File: src/rtl/csm_pkg.sv
// shared types, constants and item codes for the compressed-row sparse matvec
// no dependencies
package csm_pkg;

    localparam int VectorDepthDef = 1024;
    localparam int DataWidthDef   = 32;
    localparam int IndexWidth     = 10;
    localparam int FracBits       = 16;
    localparam int AccWidth       = 64;
    localparam int RowNumWidth    = 16;
    localparam int QueueDepth     = 8;

    localparam logic [1:0] KIND_LOAD  = 2'd0;
    localparam logic [1:0] KIND_BEGIN = 2'd1;
    localparam logic [1:0] KIND_NZ    = 2'd2;

    localparam logic signed [AccWidth-1:0] AccMax = {1'b0, {(AccWidth-1){1'b1}}};
    localparam logic signed [AccWidth-1:0] AccMin = {1'b1, {(AccWidth-1){1'b0}}};

    typedef struct packed {
        logic [1:0]         kind;
        logic [9:0]         index;
        logic signed [31:0] data;
        logic               last;
    } t_in_item;

    typedef struct packed {
        logic signed [31:0]     row_sum;
        logic [RowNumWidth-1:0] row_number;
        logic                   saturated;
    } t_out_item;

    typedef struct packed {
        logic                   valid;
        logic                   is_begin;
        logic                   emit;
        logic [RowNumWidth-1:0] row_num;
    } t_mac_ctl;

endpackage

File: src/rtl/csm_mac.sv
// multiply, saturating accumulate into the Q32.32 row sum, then round down
// and clip to the output format; depends on csm_pkg
module csm_mac import csm_pkg::*; #(
    parameter int DATA_WIDTH = DataWidthDef
) (
    input  logic                         i_clk,
    input  logic                         i_rst_n,
    input  t_mac_ctl                     i_ctl,
    input  logic signed [DATA_WIDTH-1:0] i_data,
    input  logic signed [DATA_WIDTH-1:0] i_vec,
    output logic                         o_push,
    output t_out_item                    o_item
);

    logic signed [2*DATA_WIDTH-1:0] prod;
    logic signed [AccWidth-1:0]     n_s2_val;
    t_mac_ctl                       r_s2_ctl;
    logic signed [AccWidth-1:0]     r_s2_val;

    logic signed [AccWidth-1:0]     r_acc;
    logic signed [AccWidth-1:0]     sum;
    logic                           ovf;
    logic signed [AccWidth-1:0]     n_acc;

    logic                           r_s3_valid;
    logic signed [AccWidth-1:0]     r_s3_sum;
    logic [RowNumWidth-1:0]         r_s3_row;
    logic signed [AccWidth-1:0]     q;
    logic                           fits;
    logic signed [DATA_WIDTH-1:0]   clipped;

    // stage 2 operand: product, or the prior row value moved to Q32.32
    assign prod = i_data * i_vec;
    assign n_s2_val = i_ctl.is_begin ? (AccWidth'(i_data) <<< FracBits)
                                     : AccWidth'(prod);

    always_ff @(posedge i_clk) begin
        if (!i_rst_n) begin
            r_s2_ctl <= '0;
        end else begin
            r_s2_ctl <= i_ctl;
        end
        r_s2_val <= n_s2_val;
    end

    // saturating add at the signed 64-bit limits
    assign sum = r_acc + r_s2_val;
    assign ovf = (r_acc[AccWidth-1] == r_s2_val[AccWidth-1]) &&
                 (sum[AccWidth-1] != r_acc[AccWidth-1]);

    always_comb begin
        priority if (r_s2_ctl.is_begin) begin
            n_acc = r_s2_val;
        end else if (ovf) begin
            n_acc = r_acc[AccWidth-1] ? AccMin : AccMax;
        end else begin
            n_acc = sum;
        end
    end

    always_ff @(posedge i_clk) begin
        if (!i_rst_n) begin
            r_acc      <= '0;
            r_s3_valid <= 1'b0;
        end else begin
            if (r_s2_ctl.valid) begin
                r_acc <= r_s2_ctl.emit ? '0 : n_acc;
            end
            r_s3_valid <= r_s2_ctl.valid && r_s2_ctl.emit;
        end
        r_s3_sum <= n_acc;
        r_s3_row <= r_s2_ctl.row_num;
    end

    // arithmetic shift is truncation toward minus infinity
    assign q    = r_s3_sum >>> FracBits;
    assign fits = (&q[AccWidth-1:DATA_WIDTH-1]) || (~|q[AccWidth-1:DATA_WIDTH-1]);

    always_comb begin
        priority if (fits) begin
            clipped = q[DATA_WIDTH-1:0];
        end else if (q[AccWidth-1]) begin
            clipped = {1'b1, {(DATA_WIDTH-1){1'b0}}};
        end else begin
            clipped = {1'b0, {(DATA_WIDTH-1){1'b1}}};
        end
    end

    assign o_push            = r_s3_valid;
    assign o_item.row_sum    = 32'(clipped);
    assign o_item.row_number = r_s3_row;
    assign o_item.saturated  = !fits;

endmodule

File: config.mk
export PLATFORM = sky130hd
export DESIGN_NAME = csm_mac
export DESIGN_NICKNAME = d
export VERILOG_FILES = /design/src/rtl/csm_pkg.sv /design/src/rtl/csm_mac.sv
export SDC_FILE = /design/constraint.sdc
export NUM_CORES = 2
export LEC_CHECK = 0
export CAP_MARGIN = 15
export CORE_UTILIZATION = 66
export CTS_CLUSTER_SIZE = 28
export DETAILED_ROUTE_END_ITERATION = 8
export DONT_BUFFER_PORTS = 1
export GPL_ROUTABILITY_DRIVEN = 0
export HOLD_SLACK_MARGIN = 0.03
export PLACE_DENSITY = 0.82
export SYNTH_ARGS = -nofsm -noshare
export SYNTH_HDL_FRONTEND = slang
export SYNTH_SLANG_ARGS = --single-unit
File: constraint.sdc
create_clock -name i_clk -period 12.7 [get_ports i_clk]
set_input_delay 0.635 -clock i_clk [delete_from_list [all_inputs] [get_ports i_clk]]
set_output_delay 0.635 -clock i_clk [all_outputs]
set_load 0.01 [all_outputs]
-- Yosys cells after proc, flatten, opt, wreduce, memory -nomap -nowiden
Cells that the tools add are included.
- word-level logic and storage cells: 28
- register bits after elaboration: 228
- muxes and demuxes: 7
- reductions and logical operators: 7
- add/sub/neg operators: 1
- $mul: 1
- equality and inequality tests: 2
- operators by type and width (kind ; number):
    64-bit two-way mux ; 5
    64-bit adder ; 1
    32-bit by 32-bit multiplier with 64-bit output ; 1
    32-bit two-way mux ; 2
    17-bit AND reduction ; 1
    17-bit OR reduction ; 1
    1-bit logical AND ; 2
    1-bit logical NOT ; 2
    1-bit == test ; 1
    1-bit logical OR ; 1
    1-bit inequality test ; 1

-- Logic depth before layout (Yosys ltp)
- depth after elaboration: 6
- gate-level depth with buffers: 29

-- Worst setup path before layout
Ideal clock, no wire load.
- path type: input-to-reg
- from: input port i_data[31]
- to: register r_s2_val[61]
- required time: 12573 ps
- cell stages on the path: 27
- arrival time: 8079 ps
- setup slack: 4493 ps
- path through: clkbuf_1 clkbuf_1 nand2_1 inv_1 fa_1 inv_1 fa_1 inv_1 fa_1 fa_1 inv_1 fa_1 inv_1 fa_1 inv_1 fa_1 inv_1 fa_1 ha_1 o21a_1 o21ai_0 nand2b_1 a31o_2 a21o_1 a21o_1 o31ai_1 or3b_1
- cells in the longest elaborated chain, start to end: 2
- RTL lines (item ; RTL line ; source):
    from (decl) ; csm_mac.sv:9 ; input logic signed [DATA_WIDTH-1:0] i_data,
    32-bit by 32-bit multiplier with 64-bit output ; csm_mac.sv:33 ; assign prod = i_data * i_vec;
    64-bit two-way mux (*) ; csm_mac.sv:34 ; assign n_s2_val = i_ctl.is_begin ? (AccWidth'(i_data) <<< FracBits)
    via n_s2_val[61] ; csm_mac.sv:16 ; logic signed [AccWidth-1:0] n_s2_val;
    to (signal assigned) ; csm_mac.sv:43 ; r_s2_val <= n_s2_val;
    to (decl) ; csm_mac.sv:18 ; logic signed [AccWidth-1:0] r_s2_val;
The timed path passes the listed nets; every way through them passes the cells marked *.
A chain may end at the register's enable or synchronous reset.

-- Final worst setup path
Same ends and word-level chain as after synthesis.

==> run summary <==
status -> completed
global-route wire length before repair -> 198000 um
most common cell after layout, fill and taps aside -> fa_1
final WL -> 121000 um
initial antenna violation count -> 5
reg2reg start -> r_s2_val[16]
via total after detailed routing -> 35500
Initial DRC Count -> 3190
final number of setup-violating endpoints -> 0
Worst EP required -> 13.08 ns
RSZ-0062 raised after global routing -> false
CTS H-Tree Depth -> 1
Netlist Area Pre-Place -> 47100 um2
syn_nets -> 6589
top_reg_cell synth -> dfxtp_1
Max Clk Rate -> 0.126 GHz
vias per cell -> 6.04
worst-path cell chain -> nand2_1 > inv_1 > fa_1 > inv_1 > fa_1 > inv_1 > fa_1 > fa_1 > inv_1 > fa_1 > inv_1 > fa_1 > inv_1 > fa_1 > inv_1 > fa_1 > ha_1 > inv_1 > nor2_1 > nand4_1 > nor4_1 > a21boi_0 > nor4_1 > or3b_1
setup ws final -> 4.78 ns
Slowest cell on crit path -> fa_1
Startpoint Class -> input port
crit share post-route -> 62.3%
Worst Reg-to-Reg Cells -> 12
average cell area after synthesis -> 9.10 um2
post-CTS setup buffer count -> 0
CP Launch Point -> i_data[31]
TritonRoute pass-1 iters -> 6
Clock Path Buffers -> 3
Synth Register Bits -> 212
DR DRC count -> 0
vias in the first global route -> 37900
I/O pin count -> 135
Root Buffer -> clkbuf_16
arrival time of the worst setup path -> 8.30 ns
Resize count post-CTS -> 0
share of layout cells above drive strength 1 -> 1.60%
filler cell count -> 5363
largest net degree at the start of global routing -> 99
Min-Delay Path Class -> in2reg
Ys Warns -> 0
Yosys top cell by area -> fa_1
slowest stage delay, CP -> 0.82 ns
number of max-cap violations -> 0
critical path class -> in2reg
TritonCTS clock tree -> built
worst hold slack -> 0.246 ns
Async S/R FF share, synth -> 0%
Reg area -> 4250 um2
Critical Path Stages -> 24
worst slew pin tran -> 1.02 ns
grt ovf -> 0
area occupied by multi-input gates -> 38100 um2
worst skew pair latency -> 0.52 ns
Reg clk slew, reported paths -> 0.06 ns
worst path buffer plus inverter count -> 8
DRT antenna net count -> 0
number of synthesized flops with an enable pin -> 0
IO buf count -> 0
leading post-synthesis cells by cell area -> fa_1 46%, dfxtp_1 9.0%, inv_1 7.7%, and2_1 7.2%, ha_1 6.6%
Starting Density -> 67.0%
Worst slew margin -> 31.7%
crit-path leading delay family -> adder cells
Total Routing Usage GR -> 35.1%
Layout Skew -> 0.0238 ns
worst setup path end -> r_s2_val[61]
die extent in y -> 269 um
CTS Hold Bufs -> 0
dpl hpwl -> 94900 um
sequential area share after synthesis -> 9.01%
Die W -> 269 um
Final Max Tran Viols -> 0
CP max FO -> 36
FP Rows -> 97
Final TNS setup -> 0 ns
Sink Count -> 212
CP Capture Type -> register
worst slack at placement -> 4.27 ns
Worst Hold Depth -> 2
CTS buffer count -> 21
DR WL/cell -> 20.6 um
Netlist cell types -> 78
post-synth top area share -> 46.1%
FF-to-FF setup slack -> 8.33 ns
core footprint -> 70300 um2
commonest cells after routing, fill and taps aside -> 1083 x fa_1, 970 x inv_1, 679 x nand2_1
R2R Path End -> r_acc[45]
final hold viol count -> 0
Die Area -> 72400 um2
Tmin final -> 7.92 ns
P&R area growth vs syn -> 1.85%
Layout Nets -> 6342
Syn Inst Count -> 5174
-- worst min-delay path by stage --
stage | from | end | slack [ns]
2_1_floorplan | r_s2_ctl[0] | r_s3_row[0] | 0.31
3_3_place_gp | r_s2_ctl[6] | r_s3_row[6] | 0.31
3_5_place_dp | r_s2_ctl[2] | r_s3_row[2] | 0.31
4_1_cts | i_ctl[17] | r_s2_val[1] | 0.22
5_1_grt | i_ctl[17] | r_s2_val[1] | 0.24
6_report | i_data[7] | r_s2_val[23] | 0.25
-- logic make-up after synthesis --
family | Yosys count | share of synthesized area (%)
AO/OA/AOI/OAI | 693 | 9.55
XOR/XNOR | 110 | 2.05
adder cells (fa/ha/maj) | 1330 | 52.6
buffers and inverters | 1252 | 10.1
flip-flops | 212 | 9.01
multiplexers | 7 | 0.154
AND/OR/NAND/NOR | 1570 | 16.5
-- synth_stat cells, types with 8 or more instances --
| master | instances |
|---|---|
| o21ai_1 | 32 |
| a31o_2 | 8 |
| fa_1 | 1083 |
| nand4_1 | 26 |
| o211ai_1 | 12 |
| nand2_1 | 679 |
| o31ai_1 | 15 |
| nand3_1 | 32 |
| a21boi_0 | 12 |
| nor2b_1 | 17 |
| a221oi_1 | 8 |
| and3_1 | 23 |
| o21ai_0 | 158 |
| nor2_1 | 139 |
| nor3_1 | 25 |
| a21oi_1 | 161 |
| a22oi_1 | 9 |
| xor2_1 | 43 |
| o21bai_1 | 23 |
| nor4_1 | 14 |
| a22o_1 | 31 |
| o21a_1 | 35 |
| a21o_1 | 81 |
| clkbuf_1 | 262 |
| ha_1 | 247 |
| a211oi_1 | 15 |
| a211o_1 | 8 |
| and2_1 | 541 |
| xnor2_1 | 67 |
| dfxtp_1 | 212 |
| a31oi_1 | 26 |
| or3_1 | 8 |
| inv_1 | 970 |
| nand2b_1 | 25 |
-- registers in the layout, summed over array words and instances (netlist names) --
signal,flops
r_acc,64
o_push,1
r_s3_sum,48
r_s2_ctl,19
r_s2_val,64
r_s3_row,16
-- area by class of cell --
class / instances / share of cell area [%]
clock buffer: 26 / 1.18
tap: 940 / 2.45
multi-input combinational: 3710 / 79.4
antenna: 2 / 0.0104
clock inverter: 11 / 0.287
timing repair buffer: 11 / 0.172
sequential: 212 / 8.85
inverter: 971 / 7.60
-- metrics by stage --
| step | std cells | area, um2 | utilization [%] |
|---|---|---|---|
| final | 5883 | 48000 | 68.2 |
| after global routing | 5881 | 47900 | 68.2 |
| after CTS | 5881 | 47900 | 68.2 |
| after floorplan | 5174 | 47100 | - |
| after global placement | 5844 | 47200 | 67.2 |
| after detailed placement | 5844 | 47200 | 67.2 |
-- worst reg2reg max path, stage by stage, from the launching register on --
cell and delay (ns):
dfxtp_1 0.33, ha_1 0.45, nand2_1 0.09, nor2_1 0.30
and3_1 0.23, o2111ai_1 0.24, a31o_2 0.39, o311ai_4 0.40
a21o_1 0.17, buf_4 0.34, nand2_1 0.67, o21ai_1 0.51
a22o_1 0.17
-- layer usage --
metal  wire length [um]  track usage, %  vias to the layer above  share of wire, %
li1                   -               -                    15300                 -
met1              47400            46.7                    18000                39
met2              57100            57.4                     1946                47
met3              12600            7.74                      330                10
met4               4220            11.6                        2               3.5
met5                 13               0                        -             0.011
Power is not shown: default switching activity piles up to over one toggle a cycle in this logic, so the estimate is an artifact.
