## src/rtl/csm_pkg.sv

```systemverilog
// shared types, constants and item codes for the compressed-row sparse matvec
// no dependencies
package csm_pkg;

    localparam int VectorDepthDef = 1024;
    localparam int DataWidthDef   = 32;
    localparam int IndexWidth     = 10;
    localparam int FracBits       = 16;
    localparam int AccWidth       = 64;
    localparam int RowNumWidth    = 16;
    localparam int QueueDepth     = 8;

    localparam logic [1:0] KIND_LOAD  = 2'd0;
    localparam logic [1:0] KIND_BEGIN = 2'd1;
    localparam logic [1:0] KIND_NZ    = 2'd2;

    localparam logic signed [AccWidth-1:0] AccMax = {1'b0, {(AccWidth-1){1'b1}}};
    localparam logic signed [AccWidth-1:0] AccMin = {1'b1, {(AccWidth-1){1'b0}}};

    typedef struct packed {
        logic [1:0]         kind;
        logic [9:0]         index;
        logic signed [31:0] data;
        logic               last;
    } t_in_item;

    typedef struct packed {
        logic signed [31:0]     row_sum;
        logic [RowNumWidth-1:0] row_number;
        logic                   saturated;
    } t_out_item;

    typedef struct packed {
        logic                   valid;
        logic                   is_begin;
        logic                   emit;
        logic [RowNumWidth-1:0] row_num;
    } t_mac_ctl;

endpackage

```

## src/rtl/csm_out_queue.sv

```systemverilog
// small result queue between the accumulator and the output channel
// depends on csm_pkg
module csm_out_queue import csm_pkg::*; (
    input  logic      i_clk,
    input  logic      i_rst_n,
    input  logic      i_push,
    input  t_out_item i_item,
    input  logic      i_pop,
    output logic      o_valid,
    output t_out_item o_item
);

    localparam int PW = $clog2(QueueDepth);
    localparam int CW = $clog2(QueueDepth + 1);

    t_out_item     r_mem [QueueDepth];
    logic [PW-1:0] r_wr_ptr;
    logic [PW-1:0] r_rd_ptr;
    logic [CW-1:0] r_count;
    logic          pop;

    assign o_valid = (r_count != '0);
    assign o_item  = r_mem[r_rd_ptr];
    assign pop     = i_pop && o_valid;

    always_ff @(posedge i_clk) begin
        if (i_push) begin
            r_mem[r_wr_ptr] <= i_item;
        end
    end

    always_ff @(posedge i_clk) begin
        if (!i_rst_n) begin
            r_wr_ptr <= '0;
            r_rd_ptr <= '0;
            r_count  <= '0;
        end else begin
            if (i_push) begin
                r_wr_ptr <= r_wr_ptr + 1'b1;
            end
            if (pop) begin
                r_rd_ptr <= r_rd_ptr + 1'b1;
            end
            r_count <= r_count + CW'(i_push) - CW'(pop);
        end
    end

endmodule

```

## config.mk

```make
export PLATFORM = sky130hd
export DESIGN_NAME = csm_out_queue
export DESIGN_NICKNAME = d
export VERILOG_FILES = /design/src/rtl/csm_pkg.sv /design/src/rtl/csm_out_queue.sv
export SDC_FILE = /design/constraint.sdc
export NUM_CORES = 1
export LEC_CHECK = 0
export BUFFER_PORTS_ARGS = -buffer_cell sky130_fd_sc_hd__buf_2
export CORE_MARGIN = 1.5
export CORE_UTILIZATION = 29
export DETAILED_ROUTE_END_ITERATION = 8
export GPL_TIMING_DRIVEN = 0
export PLACE_DENSITY = 0.53
export SLEW_MARGIN = 20
export SYNTH_ARGS = -nofsm -noshare
export SYNTH_HDL_FRONTEND = slang
export SYNTH_SLANG_ARGS = --single-unit
```

## constraint.sdc

```tcl
create_clock -name i_clk -period 4.9 [get_ports i_clk]
set_input_delay 0.98 -clock i_clk [delete_from_list [all_inputs] [get_ports i_clk]]
set_output_delay 0.98 -clock i_clk [all_outputs]
set_load 0.1 [all_outputs]
```

# Word level (Yosys, flattened, before mapping)

Memory sizes are Yosys's and may differ from the RTL's. A register that Yosys moved wholly into a read port is not among the register bits.
Index checks and enable logic that the tools add are counted.

Bits in registers: 10
Latch bits: 0
RAM bits: 392
Memory bits (read-only): 0
Bits of input ports: 53
Output and inout bits: 50
Word-level logic and storage cells: 14
Memories: 1

$add $sub $neg: 4
$mul: 0
Divide/modulo/power cells: 0
Order comparisons: 0
Eq/ne operators: 0
Shift-type cells: 0
Mux-type cells: 4
Bitwise operators: 0
Reduce and logical (&&, ||, !) cells: 2

Memory list:

| name  | words | width | rd ports | clocked after Yosys merged registers in | write ports | line                | text |
|---|---|---|---|---|---|---|---|
| r_mem | 8     | 49    | 1        | 1                                       | 1           | csm_out_queue.sv:16 | `t_out_item r_mem [QueueDepth];` |

Operators with widths:

| operator                                     | number |
|---|---|
| adder 3 x 1 -> 3 bit (second input constant) | 2 |
| 2-to-1 mux 3 bit                             | 2 |
| adder 4 x 1 -> 4 bit                         | 1 |
| nonzero test 4 bit                           | 1 |
| subtractor 4 x 1 -> 4 bit                    | 1 |
| 2-to-1 mux 1 bit                             | 2 |
| logical AND 1 bit                            | 1 |

# Longest topological paths before layout

Gate-level depths: netlist of the first run.

Word-level depth: 4
Depth in mapped cells: 10
Mapped depth without buffers: 10

# Worst setup path after synthesis of the first run

OpenSTA, ideal clock, no wires.

Path kind: in2reg
From: input port i_push
To: memory r_mem[0][0] in the netlist's numbering, enable pin
Setup time: 0.516 ns
Arrival time: 4.419 ns
Data required time: 4.384 ns
Path slack: -0.036 ns
Stages: 2
Buffers on the path: 0
Cell sequence: nand2b_1 -> nor3_1

Word-level cells in the longest chain between the ends: 2

Ends and longest elaborated chain:

| item                                   | line                | text |
|---|---|---|
| from (decl)                            | csm_out_queue.sv:6  | `input logic i_push,` |
| 2-to-1 mux 1 bit                       | csm_out_queue.sv:27 | `if (i_push) begin` |
| 2-to-1 mux 1 bit (implied by the code) | csm_out_queue.sv:28 | `r_mem[r_wr_ptr] <= i_item;` |
| to (decl)                              | csm_out_queue.sv:16 |  |

No other way between the ends.

==> flow_metrics.env, run 1 <==
export IMPL_cts_setup_buffers=0
export IMPL_slew_viol_final=0
export IMPL_power_total_mw=9.43
export IMPL_startpoint_type="register"
export IMPL_syn_area_um2=15400
export IMPL_clk_pin_slew_ns=0.06
export IMPL_rsz0062_at_grt="no"
export IMPL_cts_hold_buf=0
export IMPL_multi_input_area_um2=3220
export IMPL_synth_top_area_cell="edfxtp_1"
export IMPL_overflow=0
export IMPL_syn_inst=638
export IMPL_async_reset_ff_frac=0
export IMPL_fin_skew_ns=0.0139
export IMPL_final_min_clock_period_ns=3.81
export IMPL_cts_sinks=405
export IMPL_die_area_um2=54400
export IMPL_grt_pass1_vias=7286
export IMPL_grt_pass1_wl_mm=49.5
export IMPL_grtUsageMet3=0.0388
export IMPL_grt_total_usage=0.126
export IMPL_fillers=4750
export IMPL_power_leakage_nw=5.99
export IMPL_synth_yosys_seq_area_share=0.783
export IMPL_endpoint_kind="primary output"
export IMPL_areaGrowthSynthToFinish_pct=22.1
export IMPL_dr_pass1_iters=4
export IMPL_drive_gt1_frac=0.425
export IMPL_worstPathRequired_ns=3.92
export IMPL_drv_cap=0
export IMPL_vdd_drop_max_v=0.000349
export IMPL_regArea_um2=12000
export IMPL_rows=84
export IMPL_hpwl_mm=21.8
export IMPL_grt_max_degree=18
export IMPL_ant_nets=0
export IMPL_ctsResizeCount=0
export IMPL_routedWlPerCell_um=21.7
export IMPL_core_um2=52400
export IMPL_drt_total_wl_mm=33.3
export IMPL_fin_crit_sh=0.777
export IMPL_clk_latency_ns=0.55
export IMPL_initial_utilization=0.293
export IMPL_outcome="completed"
export IMPL_synth_edf_count=392
export IMPL_synth_most_common_cell="edfxtp_1"
export IMPL_cts_root_buf="clkbuf_16"
export IMPL_finalHoldViolations=0
export IMPL_setup_viol=0
export IMPL_cts_max_path_buffers=3
export IMPL_maxSlewHeadroom=0.444
export IMPL_tightest_slew_ns=0.835
export IMPL_pre_cts_slack_ns=1.59
export IMPL_die_y_um=233
export IMPL_synth_top_area_frac=0.766
export IMPL_crit_arrival_ns=2.83
export IMPL_synth_flop_cell="edfxtp_1"
export IMPL_power_density_nw_per_um2=503
export IMPL_grt_busiest_layer="met2"
export IMPL_drt_initial_drc_count=552
export IMPL_use_met1=0.178
export IMPL_vias=6878
export IMPL_setup_slack_ns=1.09
export IMPL_ys_top_cells_by_area="edfxtp_1 (77%), mux4_2 (14%), mux2_2 (3.6%)"
export IMPL_cts_htree_levels=2
export IMPL_holdCritStartpoint="r_rd_ptr[2]"
export IMPL_final_net_count=872
export IMPL_netlist_cell_type_count=25
export IMPL_path_max_fanout=10
export IMPL_crit_type="register to primary output"
export IMPL_cts_buffers=44
export IMPL_hold_class="register to register"
export IMPL_syn_nets=698
export IMPL_cts_tree="done"
export IMPL_ys_ff_latch=405
export IMPL_gp_congestion=0.661
export IMPL_antenna_found_initial=6
export IMPL_r2r_start="r_count[2]"
export IMPL_chipWidth_um=233
export IMPL_port_buffers=102
export IMPL_hold_ws_ns=0.493
export IMPL_syn_avg_cell_area_um2=24.1
export IMPL_grt_use_met2=0.189
export IMPL_max_freq_mhz=263
export IMPL_synthTopCellsByCount="edfxtp_1 (392), mux4_2 (98), mux2_2 (49)"
export IMPL_io_pins=103
export IMPL_ys_warnings_count=0
export IMPL_drcViolationCount=0
export IMPL_routed_via_density=4.48
-- cell families after synthesis --
logic type / after synthesis / synth area share
flip-flops: 405 / 0.783
adder cells (fa/ha/maj): 7 / 0.00619
buffers and inverters: 32 / 0.0125
AO/OA/AOI/OAI: 2 / 0.000814
XOR/XNOR: 3 / 0.00171
multiplexers: 156 / 0.185
AND/OR/NAND/NOR: 33 / 0.0107
-- power by group --
| group | leakage [nW] | internal (mW) | switching (mW) | total [mW] |
|---|---|---|---|---|
| clock network | 0.678 | 1.89 | 1.30 | 3.19 |
| registers | 3.67 | 3.91 | 0.0392 | 3.95 |
| logic | 1.64 | 0.630 | 1.67 | 2.30 |
-- path summary, 6_finish.rpt --
check	end	slack [ns]	cells after the start
setup / recovery	o_item[44]	1.09	6
hold / removal	register	0.49	2
setup reg to reg	r_count[3]	2.64	9
hold reg to reg	register	0.49	2
-- routing by layer --
layer / up-vias / wire length, um
li1: 3053 / -
met1: 3612 / 15300
met2: 146 / 15200
met3: 55 / 2180
met4: 12 / 537
met5: - / 69
-- worst max-delay path, cell delays in order, from the launching register on --
cell and delay [ns]:
dfxtp_1 0.30, buf_2 0.24, buf_2 0.35, buf_2 0.40
mux4_2 0.37, mux2_2 0.31, buf_2 0.30
-- cell usage in the layout (no fill, tap or decap), types with 4 or more instances in the layout --
cell         n
mux2_2      49
inv_1        4
and2_1       4
buf_16      12
dfxtp_1     13
nand2b_1     6
clkbuf_1    20
mux2i_1      9
edfxtp_1   392
clkinv_2     6
nor2_4       6
nand2_1      9
mux4_2      98
bufinv_16    4
buf_12       9
ha_1         6
clkinv_1    13
buf_8        8
buf_2      114
clkbuf_16   45
-- stage by stage --
step | cells | area (um^2) | setup TNS, ns | utilization
3_3_place_gp | 1428 | 16800 | -527.44 | 0.319
6_report | 1534 | 18800 | 0 | 0.358
5_1_grt | 1533 | 18800 | 0 | 0.358
4_1_cts | 1533 | 18800 | 0 | 0.358
3_5_place_dp | 1454 | 17400 | 0 | 0.331
2_1_floorplan | 638 | 15400 | 0 | -
-- registers in the layout, indices dropped and copies added, names as in the netlist, named ones only --
| register | count |
|---|---|
| r_wr_ptr | 3 |
| r_count | 4 |
| r_mem | 392 |
| r_rd_ptr | 3 |
-- layout make-up --
type | count | share of cell area
timing repair buffer | 128 | 0.0576
clock buffer | 53 | 0.0616
clock inverter | 26 | 0.0120
inverter | 4 | 0.000800
tap | 688 | 0.0459
sequential | 405 | 0.641
multi-input combinational | 201 | 0.171
buffer | 28 | 0.00940
antenna | 1 | 0.000133
No activity file was read; power rests on OpenSTA's default activity.
==> run 2: changes to the inputs <==
--- a/config.mk
+++ b/config.mk
@@ -5,12 +5,13 @@
 export SDC_FILE = /design/constraint.sdc
 export NUM_CORES = 1
 export LEC_CHECK = 0
+export ABC_AREA = 1
 export BUFFER_PORTS_ARGS = -buffer_cell sky130_fd_sc_hd__buf_2
 export CORE_MARGIN = 1.5
 export CORE_UTILIZATION = 29
 export DETAILED_ROUTE_END_ITERATION = 8
 export GPL_TIMING_DRIVEN = 0
-export PLACE_DENSITY = 0.53
+export PLACE_DENSITY = 0.52
 export SLEW_MARGIN = 20
 export SYNTH_ARGS = -nofsm -noshare
 export SYNTH_HDL_FRONTEND = slang
==> constraint.sdc (replaced) <==
create_clock -name i_clk -period 3.2 [get_ports i_clk]
set_input_delay 0.64 -clock i_clk [delete_from_list [all_inputs] [get_ports i_clk]]
set_output_delay 0.64 -clock i_clk [all_outputs]
set_load 0.1 [all_outputs]
==> run 2 against run 1 <==
Compared with the run above:
- wire length is 39% higher
- clock power is 60% higher
- cell count grew 80%
- clock-buffer cell count shrank 2
- design area is 13% higher
- combinational power rose to 2.5 times the previous value
- via count increased by 69%
- register-to-register slack got worse by 1.5 ns
- critical path depth down 1
- critical path type unchanged
- critical endpoint is now o_item[16]
- largest power group unchanged
==> flow_metrics.env, run 2 <==
export IMPL_synthTopCellsByCount="nand2_1 (652), inv_1 (408), edfxtp_1 (392)"
export IMPL_largest_reg_flops=392
export IMPL_antenna_found_initial=6
export IMPL_cts_htree_levels=2
export IMPL_grt_pass1_wl_mm=70.2
export IMPL_fin_crit_sh=0.962
export IMPL_max_freq_mhz=325
export IMPL_synth_top_area_frac=0.664
export IMPL_io_pins=103
export IMPL_cts_buffers=45
export IMPL_r2r_cells=4
export IMPL_vdd_drop_max_v=0.000605
export IMPL_areaGrowthSynthToFinish_pct=19.2
export IMPL_tightest_slew_ns=0.733
export IMPL_grt_pass1_vias=11500
export IMPL_rows=90
export IMPL_async_reset_ff_frac=0
export IMPL_clk_pin_slew_ns=0.06
export IMPL_port_buffers=101
export IMPL_regArea_um2=12000
export IMPL_setup_slack_ns=0.121
export IMPL_overflow=0
export IMPL_dr_pass1_iters=5
export IMPL_core_um2=60400
export IMPL_clk_latency_ns=0.57
export IMPL_cts_root_buf="clkbuf_16"
export IMPL_whs_path_depth=1
export IMPL_top_register="r_mem"
export IMPL_crit_arrival_ns=2.44
export IMPL_tns_ns=0
export IMPL_netlist_cell_type_count=17
export IMPL_ys_top_cells_by_area="edfxtp_1 (66%), nand2_1 (14%), inv_1 (8.6%)"
export IMPL_syn_area_um2=17700
export IMPL_die_y_um=250
export IMPL_outcome="completed"
export IMPL_cts_max_path_buffers=3
export IMPL_routed_via_density=4.21
export IMPL_holdCritStartpoint="i_item[4]"
export IMPL_power_total_mw=16.9
export IMPL_syn_avg_cell_area_um2=9.94
export IMPL_reg_top3="r_mem (392), r_count (4)"
export IMPL_hold_class="primary input to register"
export IMPL_die_area_um2=62600
export IMPL_hpwl_mm=29.7
export IMPL_routedWlPerCell_um=16.7
export IMPL_grt_max_degree=21
export IMPL_cts_tree="done"
export IMPL_power_leakage_nw=9.64
export IMPL_power_density_nw_per_um2=798
export IMPL_final_common_cell="nand2_1"
export IMPL_endpoint_kind="primary output"
export IMPL_synth_yosys_seq_area_share=0.679
export IMPL_cts_hold_buf=0
export IMPL_cts_sinks=405
export IMPL_ys_ff_latch=405
export IMPL_final_cell_mix="nand2_1 (652), inv_1 (408), edfxtp_1 (392)"
export IMPL_slew_viol_final=0
export IMPL_startpoint_type="register"
export IMPL_fin_skew_ns=0.0258
export IMPL_synth_edf_count=392
export IMPL_synth_most_common_cell="nand2_1"
export IMPL_initial_utilization=0.294
export IMPL_cts_setup_buffers=0
export IMPL_worstPathRequired_ns=2.56
export IMPL_ant_nets=0
export IMPL_drv_cap=0
export IMPL_layout_cells_non_filler=2762
export IMPL_vias=11600
export IMPL_drt_initial_drc_count=732
export IMPL_fillers=6077
export IMPL_final_net_count=2007
export IMPL_drcViolationCount=0
export IMPL_drt_total_wl_mm=46.1
export IMPL_setup_viol=0
export IMPL_path_max_fanout=10
export IMPL_finalHoldViolations=0
export IMPL_ys_warnings_count=0
export IMPL_final_min_clock_period_ns=3.08
export IMPL_maxSlewHeadroom=0.510
export IMPL_rsz0062_at_grt="yes"
export IMPL_gp_congestion=0.722
export IMPL_pre_cts_slack_ns=0.485
export IMPL_drive_gt1_frac=0.134
export IMPL_crit_type="register to primary output"
export IMPL_synth_top_area_cell="edfxtp_1"
export IMPL_multi_input_area_um2=3750
export IMPL_chipWidth_um=250
export IMPL_r2r_start="r_wr_ptr[0]"
export IMPL_syn_inst=1783
export IMPL_grt_total_usage=0.149
export IMPL_synth_flop_cell="edfxtp_1"
export IMPL_place_inst=2682
export IMPL_syn_nets=1843
==> run 2: changes by cell type after synthesis, sizes merged, moves of 9 or more <==
cell / previous run / this run
mux2i: 9 / 0
nand2: 9 / 652
inv: 4 / 410
mux2: 49 / 0
buf: 16 / 64
nand3: 1 / 202
nor2: 7 / 17
mux4: 98 / 0
==> run 2: where the power goes <==
| group | total [mW] | internal [mW] | leakage, nW | switching [mW] |
|---|---|---|---|---|
| clock network | 5.09 | 3.01 | 0.704 | 2.08 |
| registers | 6.02 | 5.97 | 3.67 | 0.0431 |
| logic | 5.76 | 1.19 | 5.26 | 4.58 |
| total | 16.9 | 10.2 | 9.64 | 6.69 |
==> run 2: per-stage QoR <==
step	cell area [um^2]	util	hold slack (ns)
after detailed placement	19700	0.326	0.488
after CTS	21100	0.350	0.317
final	21100	0.350	0.347
after global routing	21100	0.350	0.331
after floorplan	17700	-	0.465
after global placement	19200	0.318	0.479
==> run 2: area by class of cell <==
| class | instances | share of cell area |
|---|---|---|
| Timing Repair Buffer | 117 | 0.0432 |
| Sequential cell | 405 | 0.569 |
| Antenna cell | 3 | 0.000355 |
| Clock buffer | 51 | 0.0553 |
| Multi-Input combinational cell | 892 | 0.177 |
| Buffer | 76 | 0.0229 |
| Inverter | 410 | 0.0730 |
| Tap cell | 782 | 0.0463 |
| Clock inverter | 26 | 0.0122 |
==> run 2: critical path, stage by stage, from the launching register on <==
cell and delay [ns]:
dfxtp_1 0.30, clkbuf_1 0.30, clkbuf_1 0.53, nand2_1 0.16, nand2_1 0.14, buf_2 0.43
==> run 2: routing by layer <==
| layer | part of all wire | global-route usage | vias to the layer above |
|---|---|---|---|
| li1 | - | - | 5870 |
| met4 | 0.020 | 0.0412 | 6 |
| met3 | 0.053 | 0.0295 | 67 |
| met5 | 0.00087 | 0 | - |
| met2 | 0.47 | 0.245 | 241 |
| met1 | 0.45 | 0.199 | 5453 |
==> run 2: repair_timing <==
| action | 4_1_cts | 5_1_grt |
|---|---|---|
| pin swaps | 0 | 0 |
| setup endpoints to repair | 44 | 20 |
| resized for setup | 19 | 11 |
==> run 2: cell families after synthesis <==
kind of cell,after synthesis,share of synthesized area
fa+ha+maj,7,0.00536
compound gates,12,0.00339
buf+inv,486,0.113
simple gates,873,0.199
flops,405,0.679
==> run 2: worst paths after layout <==
check                           slack (ns)            to
worst max-delay path                  0.12    o_item[16]
worst min-delay path                  0.35   r_mem[0][4]
worst max register to register        1.13  r_mem[1][31]
worst min register to register        0.50   r_wr_ptr[0]
